===== config.mk =====
export PLATFORM = sky130hd
export DESIGN_NAME = trimmed_mean
export DESIGN_NICKNAME = d
export VERILOG_FILES = /design/src/rtl/tm_pkg.sv /design/src/rtl/trimmed_mean.sv /design/src/rtl/tm_div.sv
export SDC_FILE = /design/constraint.sdc
export NUM_CORES = 2
export LEC_CHECK = 0
export BUFFER_PORTS_ARGS = -buffer_cell sky130_fd_sc_hd__buf_2
export CAP_MARGIN = 20
export CORE_ASPECT_RATIO = 0.6
export CORE_MARGIN = 5
export CORE_UTILIZATION = 45
export DETAILED_ROUTE_END_ITERATION = 6
export SKIP_LAST_GASP = 1
export SYNTH_ARGS = -nofsm -noshare
export SYNTH_HDL_FRONTEND = slang
export SYNTH_SLANG_ARGS = --single-unit

===== constraint.sdc =====
create_clock -name clock -period 4.2 [get_ports clock]
set_input_delay 0.42 -clock clock [delete_from_list [all_inputs] [get_ports clock]]
set_output_delay 0.42 -clock clock [all_outputs]
set_load 0.01 [all_outputs]

===== src/rtl/tm_pkg.sv =====
package tm_pkg;

   localparam int SAMPLE_W = 32;
   localparam int TRIM_W   = 6;

   typedef struct packed {
      logic [SAMPLE_W-1:0] sample;
      logic                last;
   } req_type;

   typedef struct packed {
      logic [SAMPLE_W-1:0] mean;
      logic                mean_valid;
      logic                overflowed;
   } rsp_type;

endpackage


===== src/rtl/trimmed_mean.sv =====
// Samples are taken one beat a cycle while idle; the beat marked last closes the run.
// After the last beat, if more than twice the trim count of samples are stored, each
// sample is ranked by one comparator sweeping the store, then a bit-serial divider
// produces one quotient bit per cycle from the SW-bit sum.
// Input is stalled from the last beat until the result is in the output register.
// Synchronous reset clears the run state, the trim count and the output valid.
module trimmed_mean #(
   parameter int MAX_SAMPLES = 64
) (
   input  logic                      clock,
   input  logic                      reset,
   input  logic                      req_valid,
   output logic                      req_stall,
   input  tm_pkg::req_type           req_data,
   output logic                      rsp_valid,
   input  logic                      rsp_stall,
   output tm_pkg::rsp_type           rsp_data,
   input  logic                      csr_valid,
   output logic                      csr_ready,
   input  logic [tm_pkg::TRIM_W-1:0] csr_data
);

   localparam int AW = $clog2(MAX_SAMPLES);
   localparam int CW = $clog2(MAX_SAMPLES + 1);
   localparam int XW = ((CW > tm_pkg::TRIM_W + 1) ? CW : tm_pkg::TRIM_W + 1) + 1;
   localparam int SW = tm_pkg::SAMPLE_W + AW;

   localparam logic [2:0] ST_IDLE  = 3'd0;
   localparam logic [2:0] ST_CHECK = 3'd1;
   localparam logic [2:0] ST_KEY   = 3'd2;
   localparam logic [2:0] ST_LOAD  = 3'd3;
   localparam logic [2:0] ST_SCAN  = 3'd4;
   localparam logic [2:0] ST_ACC   = 3'd5;
   localparam logic [2:0] ST_DIV   = 3'd6;
   localparam logic [2:0] ST_OUT   = 3'd7;

   logic [tm_pkg::SAMPLE_W-1:0] mem [MAX_SAMPLES];

   logic [2:0]                  state_ff, state_in;
   logic [CW-1:0]               count_ff, count_in;
   logic                        drop_ff, drop_in;
   logic [tm_pkg::TRIM_W-1:0]   trim_ff, trim_in;
   logic [AW-1:0]               i_ff, i_in;
   logic [AW-1:0]               cj_ff, cj_in;
   logic [CW-1:0]               rank_ff, rank_in;
   logic [tm_pkg::SAMPLE_W-1:0] key_ff, key_in;
   logic [SW-1:0]               sum_ff, sum_in;
   logic [XW-1:0]               hi_ff, hi_in;
   logic [CW-1:0]               divd_ff, divd_in;
   logic [tm_pkg::SAMPLE_W-1:0] mean_ff, mean_in;
   logic                        mvalid_ff, mvalid_in;
   logic                        rsp_valid_ff, rsp_valid_in;
   tm_pkg::rsp_type             rsp_data_ff, rsp_data_in;
   logic [tm_pkg::SAMPLE_W-1:0] rd_data_ff;

   logic          accept;
   logic          store_ok;
   logic [AW-1:0] rd_addr;
   logic          less;
   logic          kept;
   logic          last_idx;
   logic          div_start;
   logic          div_done;
   logic [SW-1:0] div_q;

   assign accept   = req_valid && !req_stall;
   assign store_ok = count_ff != CW'(MAX_SAMPLES);
   assign less     = (rd_data_ff < key_ff) || ((rd_data_ff == key_ff) && (cj_ff < i_ff));
   assign kept     = (XW'(rank_ff) >= XW'(trim_ff)) && (XW'(rank_ff) < hi_ff);
   assign last_idx = CW'(i_ff) == (count_ff - CW'(1));

   always_comb begin
      unique case (state_ff)
         ST_LOAD: rd_addr = '0;
         ST_SCAN: rd_addr = cj_ff + AW'(1);
         default: rd_addr = i_ff;
      endcase
   end

   always_comb begin
      state_in     = state_ff;
      count_in     = count_ff;
      drop_in      = drop_ff;
      trim_in      = trim_ff;
      i_in         = i_ff;
      cj_in        = cj_ff;
      rank_in      = rank_ff;
      key_in       = key_ff;
      sum_in       = sum_ff;
      hi_in        = hi_ff;
      divd_in      = divd_ff;
      mean_in      = mean_ff;
      mvalid_in    = mvalid_ff;
      rsp_valid_in = rsp_valid_ff && rsp_stall;
      rsp_data_in  = rsp_data_ff;
      div_start    = 1'b0;

      if (csr_valid) begin
         trim_in = csr_data;
      end

      unique case (state_ff)
         ST_IDLE: begin
            if (accept) begin
               if (store_ok) begin
                  count_in = count_ff + CW'(1);
               end else begin
                  drop_in = 1'b1;
               end
               if (req_data.last) begin
                  state_in = ST_CHECK;
               end
            end
         end
         ST_CHECK: begin
            if (XW'(count_ff) > (XW'(trim_ff) << 1)) begin
               i_in     = '0;
               sum_in   = '0;
               hi_in    = XW'(count_ff) - XW'(trim_ff);
               divd_in  = CW'(XW'(count_ff) - (XW'(trim_ff) << 1));
               state_in = ST_KEY;
            end else begin
               mean_in   = '0;
               mvalid_in = 1'b0;
               state_in  = ST_OUT;
            end
         end
         ST_KEY: begin
            state_in = ST_LOAD;
         end
         ST_LOAD: begin
            key_in   = rd_data_ff;
            cj_in    = '0;
            rank_in  = '0;
            state_in = ST_SCAN;
         end
         ST_SCAN: begin
            rank_in = rank_ff + CW'(less);
            cj_in   = cj_ff + AW'(1);
            if (CW'(cj_ff) == (count_ff - CW'(1))) begin
               state_in = ST_ACC;
            end
         end
         ST_ACC: begin
            if (kept) begin
               sum_in = sum_ff + SW'(key_ff);
            end
            if (last_idx) begin
               div_start = 1'b1;
               state_in  = ST_DIV;
            end else begin
               i_in     = i_ff + AW'(1);
               state_in = ST_KEY;
            end
         end
         ST_DIV: begin
            if (div_done) begin
               mean_in   = div_q[tm_pkg::SAMPLE_W-1:0];
               mvalid_in = 1'b1;
               state_in  = ST_OUT;
            end
         end
         ST_OUT: begin
            if (!rsp_valid_ff || !rsp_stall) begin
               rsp_valid_in           = 1'b1;
               rsp_data_in.mean       = mean_ff;
               rsp_data_in.mean_valid = mvalid_ff;
               rsp_data_in.overflowed = drop_ff;
               count_in               = '0;
               drop_in                = 1'b0;
               state_in               = ST_IDLE;
            end
         end
      endcase
   end

   always_ff @(posedge clock) begin
      if (reset) begin
         state_ff     <= ST_IDLE;
         count_ff     <= '0;
         drop_ff      <= 1'b0;
         trim_ff      <= '0;
         rsp_valid_ff <= 1'b0;
      end else begin
         state_ff     <= state_in;
         count_ff     <= count_in;
         drop_ff      <= drop_in;
         trim_ff      <= trim_in;
         rsp_valid_ff <= rsp_valid_in;
      end
      i_ff        <= i_in;
      cj_ff       <= cj_in;
      rank_ff     <= rank_in;
      key_ff      <= key_in;
      sum_ff      <= sum_in;
      hi_ff       <= hi_in;
      divd_ff     <= divd_in;
      mean_ff     <= mean_in;
      mvalid_ff   <= mvalid_in;
      rsp_data_ff <= rsp_data_in;
   end

   always_ff @(posedge clock) begin
      if (accept && store_ok) begin
         mem[count_ff[AW-1:0]] <= req_data.sample;
      end
   end

   always_ff @(posedge clock) begin
      rd_data_ff <= mem[rd_addr];
   end

   tm_div #(
      .NW(SW),
      .DW(CW)
   ) u_div (
      .clock    (clock),
      .reset    (reset),
      .start    (div_start),
      .dividend (sum_in),
      .divisor  (divd_ff),
      .done     (div_done),
      .quotient (div_q)
   );

   assign req_stall = state_ff != ST_IDLE;
   assign rsp_valid = rsp_valid_ff;
   assign rsp_data  = rsp_data_ff;
   assign csr_ready = 1'b1;

endmodule


===== src/rtl/tm_div.sv =====
module tm_div #(
   parameter int NW = 38,
   parameter int DW = 7
) (
   input  logic          clock,
   input  logic          reset,
   input  logic          start,
   input  logic [NW-1:0] dividend,
   input  logic [DW-1:0] divisor,
   output logic          done,
   output logic [NW-1:0] quotient
);

   localparam int CNTW = $clog2(NW + 1);

   logic            busy_ff, busy_in;
   logic            done_ff, done_in;
   logic [CNTW-1:0] cnt_ff, cnt_in;
   logic [NW-1:0]   quo_ff, quo_in;
   logic [DW-1:0]   rem_ff, rem_in;
   logic [DW:0]     shifted;
   logic [DW:0]     diff;
   logic            fits;

   always_comb begin
      shifted = {rem_ff, quo_ff[NW-1]};
      diff    = shifted - {1'b0, divisor};
      fits    = shifted >= {1'b0, divisor};
      busy_in = busy_ff;
      done_in = 1'b0;
      cnt_in  = cnt_ff;
      quo_in  = quo_ff;
      rem_in  = rem_ff;
      if (start) begin
         busy_in = 1'b1;
         cnt_in  = CNTW'(NW);
         quo_in  = dividend;
         rem_in  = '0;
      end else if (busy_ff) begin
         quo_in = {quo_ff[NW-2:0], fits};
         rem_in = fits ? diff[DW-1:0] : shifted[DW-1:0];
         cnt_in = cnt_ff - CNTW'(1);
         if (cnt_ff == CNTW'(1)) begin
            busy_in = 1'b0;
            done_in = 1'b1;
         end
      end
   end

   always_ff @(posedge clock) begin
      if (reset) begin
         busy_ff <= 1'b0;
         done_ff <= 1'b0;
      end else begin
         busy_ff <= busy_in;
         done_ff <= done_in;
      end
      cnt_ff <= cnt_in;
      quo_ff <= quo_in;
      rem_ff <= rem_in;
   end

   assign done     = done_ff;
   assign quotient = quo_ff;

endmodule


**Yosys cells after proc, flatten, opt, wreduce, memory -nomap -nowiden**

Memory sizes are Yosys's and may differ from the RTL's. A register that Yosys moved wholly into a read port is not among the register bits.
Index checks and enable logic that the tools add are counted.

- Add/sub/neg operators: 10
- Multiply operators: 0
- Divide/modulo/power cells: 0
- $lt $le $gt $ge: 6
- Equality and inequality tests: 22
- Shifts and indexed selects: 0
- Muxes and demuxes: 44
- Bitwise operators: 1
- Reductions and logical operators: 25

Operators by type and width:

| kind | number |
|---|---|
| $mux 38 | 4 |
| $pmux 38 s2 | 1 |
| $mux 32 | 2 |
| $pmux 32 s2 | 1 |
| $add 38x32->38 | 1 |
| $pmux 6 s2 | 3 |
| $eq 32x32->1 | 1 |
| $lt 32x32->1 | 1 |
| $mux 7 | 4 |
| $pmux 7 s2 | 2 |
| $pmux 3 s8 | 1 |
| $mux 3 | 7 |
| $ne 2x2->1 const B | 9 |
| $mux 1 | 15 |
| $eq 6x7->1 | 2 |
| $sub 7x7->7 | 2 |
| $add 6x1->6 const B | 2 |
| $eq 3x3->1 const B | 4 |
| $mux 6 | 2 |
| $reduce_bool 2->1 | 5 |
| $ge 8x7->1 | 1 |
| $lt 7x8->1 | 1 |
| $reduce_and 4->1 | 2 |
| $sub 7x6->8 | 1 |
| other kinds (23) | 34 |

- Bits in registers: 242
- Bits in latches: 0
- Bits in writable memories: 2048
- Memory bits (read-only): 0
- Input bits: 44
- Output and inout port bits: 37
- Word-level logic and storage cells: 131
- Memories: 1

Memories:

| name | words | bits a word | read ports | clocked after memory_dff | write ports | RTL line | source |
|---|---|---|---|---|---|---|---|
| mem | 64 | 32 | 1 | 1 | 1 | trimmed_mean.sv:37 | `logic [tm_pkg::SAMPLE_W-1:0] mem [MAX_SAMPLES];` |

**Depth between registers and ports, before layout**

- Depth in word-level cells: 6
- Gate-level depth with buffers: 16
- Depth with buffers taken out: 16

**Cells and area by module**

Synthesis repeated with hierarchy kept, for this count alone.

- Cell total of the unflattened synthesis: 6617
- Area, all modules: 94299.2 um2

Modules (own cells, without submodules):

| module | times used | cells each | area an instance (um2) | sequential area each (um2) |
|---|---|---|---|---|
| trimmed_mean | 1 | 6395 | 91527.8 | 67254.5 |
| tm_div | 1 | 222 | 2771.4 | 1441.4 |

**Worst setup path after synthesis**

No wires, ideal clock.

- Path kind: register to register
- Start: register count_ff[0]
- End: memory mem[24][0] in the netlist's numbering, enable pin
- Setup time: 0.421 ns
- Arrival: 3.309 ns
- Data required time: 3.779 ns
- Slack: 0.470 ns
- Cell stages (with the launch flop): 11
- Path buffers: 1
- Period minus slack after synthesis: 3.730 ns
- Cell sequence: dfxtp_1 clkbuf_1 inv_1 ha_1 nand2b_1 nor4_1 nand2_1 and3_1 nor2b_1 nand3_1 nor2_1

- Cells in the longest elaborated chain, start to end: 4

RTL lines:

| item | RTL line | source |
|---|---|---|
| from (decl) | trimmed_mean.sv:40 | `logic [CW-1:0] count_ff, count_in;` |
| from (signal assigned) | trimmed_mean.sv:186 | `count_ff <= count_in;` |
| $ne 7x7->1 | trimmed_mean.sv:67 | `assign store_ok = count_ff != CW'(MAX_SAMPLES);` |
| $logic_and 1x1->1 | trimmed_mean.sv:204 | `if (accept && store_ok) begin` |
| $mux 1 | trimmed_mean.sv:204 |  |
| $mux 1 (implied by the code) | trimmed_mean.sv:205 | `mem[count_ff[AW-1:0]] <= req_data.sample;` |
| to (decl) | trimmed_mean.sv:37 |  |

Several ways; a longest one is shown, not always the timed one.

**Worst setup path after layout**

- Start: register rd_data_ff[26] in the netlist's numbering, read port of mem
- End: register rank_ff[6] (data pin)

- Cells in the longest elaborated chain, start to end: 5
- Elaborated cells between the ends (all ways): 6
- Classes of those cells: add/sub: 1; order compare: 1; eq/ne: 1; mux: 1; reduce/logical: 2

RTL lines:

| item | RTL line | source |
|---|---|---|
| from (decl) | trimmed_mean.sv:54 | `logic [tm_pkg::SAMPLE_W-1:0] rd_data_ff;` |
| parallel branches: the longest is 2 deep, another holds $lt 32x32->1 | - |  |
| $logic_or 1x1->1 (*) | trimmed_mean.sv:68 | `assign less = (rd_data_ff < key_ff) \|\| ((rd_data_ff == key_ff) && (cj_ff < i_ff));` |
| $add 7x1->7 (*) | trimmed_mean.sv:138 | `rank_in = rank_ff + CW'(less);` |
| $pmux 7 s2 (*) | trimmed_mean.sv:102 | `unique case (state_ff)` |
| to (signal assigned) | trimmed_mean.sv:193 | `rank_ff <= rank_in;` |
| to (decl) | trimmed_mean.sv:45 | `logic [CW-1:0] rank_ff, rank_in;` |

Mark *: on every way between the ends.
A chain may end at the register's enable or synchronous reset.

==> results.json <==
{
  "status": "finished clean",
  "crit_slowest_cell": "dfxtp_1",
  "cp_top_family": "compound AO/OA/AOI/OAI gates",
  "grt_overflow_total": 0,
  "min_period_over_period": 0.967,
  "ys_seq_area_frac": 0.725,
  "crit_path_max_incr_delay_ns": 0.69,
  "die-width_um": 602,
  "netlist_area_mm2": 0.0947,
  "min_period_ns": 4.06,
  "via_count": 61800,
  "vdd_ir_drop_max_mv": 0.459,
  "hp-class": "input port to flip-flop",
  "yosysWarnings": 0,
  "cts_tree": "built",
  "cts-root-buf": "clkbuf_16",
  "regArea_mm2": 0.0687,
  "hold_depth": 1,
  "path_cells": "ha_1, a21o_1, a21oi_1, nor2_1, a2111oi_0, nor2_1, a211o_1, o31ai_1, buf_4, ha_1, ha_1, and3_1, nand3_1, xor2_1, nor2_1",
  "drt_pass1_iterations": 6,
  "synth_seq_cells": 2322,
  "leakage_nw": 37.7,
  "reg2reg_depth": 15,
  "crit_fanout": 2,
  "track_usage": 0.271,
  "instances_no_fill": 10000,
  "cp.arrival_ns": 4.66,
  "max_cap_violations": 0,
  "grt_pass1_vias": 57100,
  "insertion_delay_ns": 0.88,
  "total_power_mw": 71.6,
  "fp-row-count": 130,
  "drtAntennaViolNets": 0,
  "clkSinkCount": 2322,
  "initial_core_util": 0.453,
  "finalSetupViolations": 0,
  "setup_tns_ns": 0,
  "syn_nets": 6879,
  "dieArea_mm2": 0.220,
  "clock_path_buffers": 4,
  "yosys-top-cells-area": "edfxtp_1, nand2_1, nand3_1, mux2i_1, dfxtp_1",
  "nFillCells": 17300,
  "fmax_mhz": 246,
  "multiInputGateArea_mm2": 0.0240,
  "hpwl_um": 186000,
  "grt_antenna_before_repair": 37,
  "rsz0062_at_grt": "false",
  "yosysTopAreaCellShare": 0.703,
  "drt-vias-per-instance": 6.18,
  "synth_cell_types": 87,
  "drc": 0,
  "io_pins": 81,
  "yosys.area.top_type": "edfxtp_1",
  "synth_edf_count": 2219,
  "dpl.cell_count": 9590,
  "startpoint_type": "flip-flop",
  "worst_slew_pin_slew_ns": 1.14,
  "fin_skew_ns": 0.0609,
  "async_reset_ff_frac": 0,
  "cts_buffers": 208,
  "grt_max_degree": 74,
  "drive_above_1_share": 0.138,
  "drtIter0Drc": 9266,
  "cp.depth": 15,
  "fin_nets": 7214,
  "syn_to_final_growth_pct": 14.1,
  "clkTransAtPathRegs_ns": 0.08,
  "htreeDepth": 4,
  "crit_path_end_kind": "flip-flop",
  "cp.required_ns": 4.80,
  "syn_inst": 6719,
  "grt_first_pass_wirelength_um": 429000,
  "hold_viol": 0,
  "drt_wl_total_um": 305000,
  "wl_per_cell_um": 30.5,
  "fp.dieH_um": 365,
  "ys.flop_type": "edfxtp_1",
  "syn_area_per_cell_um2": 14.1,
  "relSlewSlack": 0.236,
  "place.gp.congestion": 0.905,
  "critical_path_class": "flip-flop to flip-flop",
  "io_buffers": 79,
  "power_density_mw_per_mm2": 662,
  "final_max_slew_viol_count": 0,
  "core_area_mm2": 0.209,
  "worstPathBufferInverterCount": 1
}
[layer usage]
metal | vias up | routed length, um | part of all wire | track usage
li1 | 26100 | - | - | -
met1 | 31400 | 131000 | 0.43 | 0.416
met2 | 3971 | 121000 | 0.40 | 0.363
met3 | 428 | 46300 | 0.15 | 0.102
met4 | 16 | 6600 | 0.022 | 0.0587
met5 | - | 100 | 0.00033 | 0
[logic make-up after synthesis]
logic type	after synthesis	synth area share
compound gates	864	0.0606
xor+xnor	73	0.00675
fa+ha+maj	116	0.0156
buf+inv	487	0.0279
flops	2322	0.725
mux	341	0.0465
other cells	1	0.0000396
simple gates	2515	0.117
[worst register-to-register path: stages (launching register included)]
cell	delay [ns]
dfxtp_1	0.69
ha_1	0.39
a21o_1	0.16
a21oi_1	0.16
nor2_1	0.07
a2111oi_0	0.46
nor2_1	0.10
a211o_1	0.28
o31ai_1	0.48
buf_4	0.22
ha_1	0.16
ha_1	0.19
and3_1	0.19
nand3_1	0.10
xor2_1	0.15
nor2_1	0.05
[repair_timing]
action	in CTS	in global routing
hold buffers	26	0
resized for setup	2	6
hold endpoints to repair	72	0
endpoints found under the setup margin	2	10
setup buffers	0	0
[final cells by class]
cell class / count / share of cell area
multi-input cells: 3910 / 0.222
clock inverters: 82 / 0.00723
flip-flops and latches: 2322 / 0.635
inverters: 84 / 0.00292
repair buffers: 528 / 0.0468
diodes: 18 / 0.000417
clock buffers: 289 / 0.0529
well taps: 2772 / 0.0321
[final timing paths]
check	start	endpoint	slack, ns
worst max-delay path	rd_data_ff[26]$_DFF_P_	rank_ff[6]$_SDFFCE_PN0N_	0.14
worst min-delay path	req_data[31]	mem[55][30]$_DFFE_PP_	0.05
worst max register to register	rd_data_ff[26]$_DFF_P_	rank_ff[6]$_SDFFCE_PN0N_	0.14
worst min register to register	mean_ff[25]$_SDFFCE_PN0P_	rsp_data[27]$_DFFE_PP_	0.41
[per-stage QoR]
stage	util	cell area, um2	setup WS, ns	hold slack (ns)
3_5_place_dp	0.484	101000	-0.0950	0.405
5_1_grt	0.516	108000	0.0152	0.0338
3_3_place_gp	0.484	101000	-0.519	0.401
4_1_cts	0.516	108000	0.0579	0.00447
6_report	0.516	108000	0.140	0.0529
2_1_floorplan	-	94700	0.470	0.400
[registers in the layout, summed over array words and instances (netlist names), 7 cells and up]
| register | cells |
|---|---|
| sum_ff | 38 |
| mem | 2048 |
| mean_ff | 32 |
| u_div.quotient | 38 |
| u_div.rem_ff | 7 |
| rsp_data | 34 |
| rd_data_ff | 32 |
| rank_ff | 7 |
| hi_ff | 8 |
| key_ff | 32 |
| count_ff | 7 |
| divd_ff | 7 |
[power breakdown]
group | internal [mW] | switching, mW
Sequential | 26.3 | 0.704
Combinational | 8.42 | 17.4
Clock | 10.4 | 8.47
Total | 45.0 | 26.6
[synthesized netlist by cell type, drive strengths merged (13+ instances only)]
master	instances
or4	18
mux4	76
nor2b	16
nor2	156
xor2	33
mux2	32
clkbuf	94
a31oi	124
a211oi	13
xnor2	40
ha	112
a21o	35
nand3	522
nor4	18
nand2b	18
o21a	13
buf	309
nand4	44
or3	14
and3	194
mux2i	233
dfxtp	103
o21ai	137
a311oi	101
o22ai	79
edfxtp	2219
a21oi	206
nand2	1439
inv	84
nor3	44
o221ai	63
[cells in the final DEF, fill, tap and decap left out, types with 111 or more instances in the layout]
master / n
a21oi_1: 203
nand3_1: 522
edfxtp_1: 2219
ha_1: 111
and3_1: 193
clkbuf_16: 210
nand2_1: 1433
o21ai_0: 131
buf_4: 325
mux2i_1: 233
a31oi_1: 122
Power figures use the tool's default switching activity.
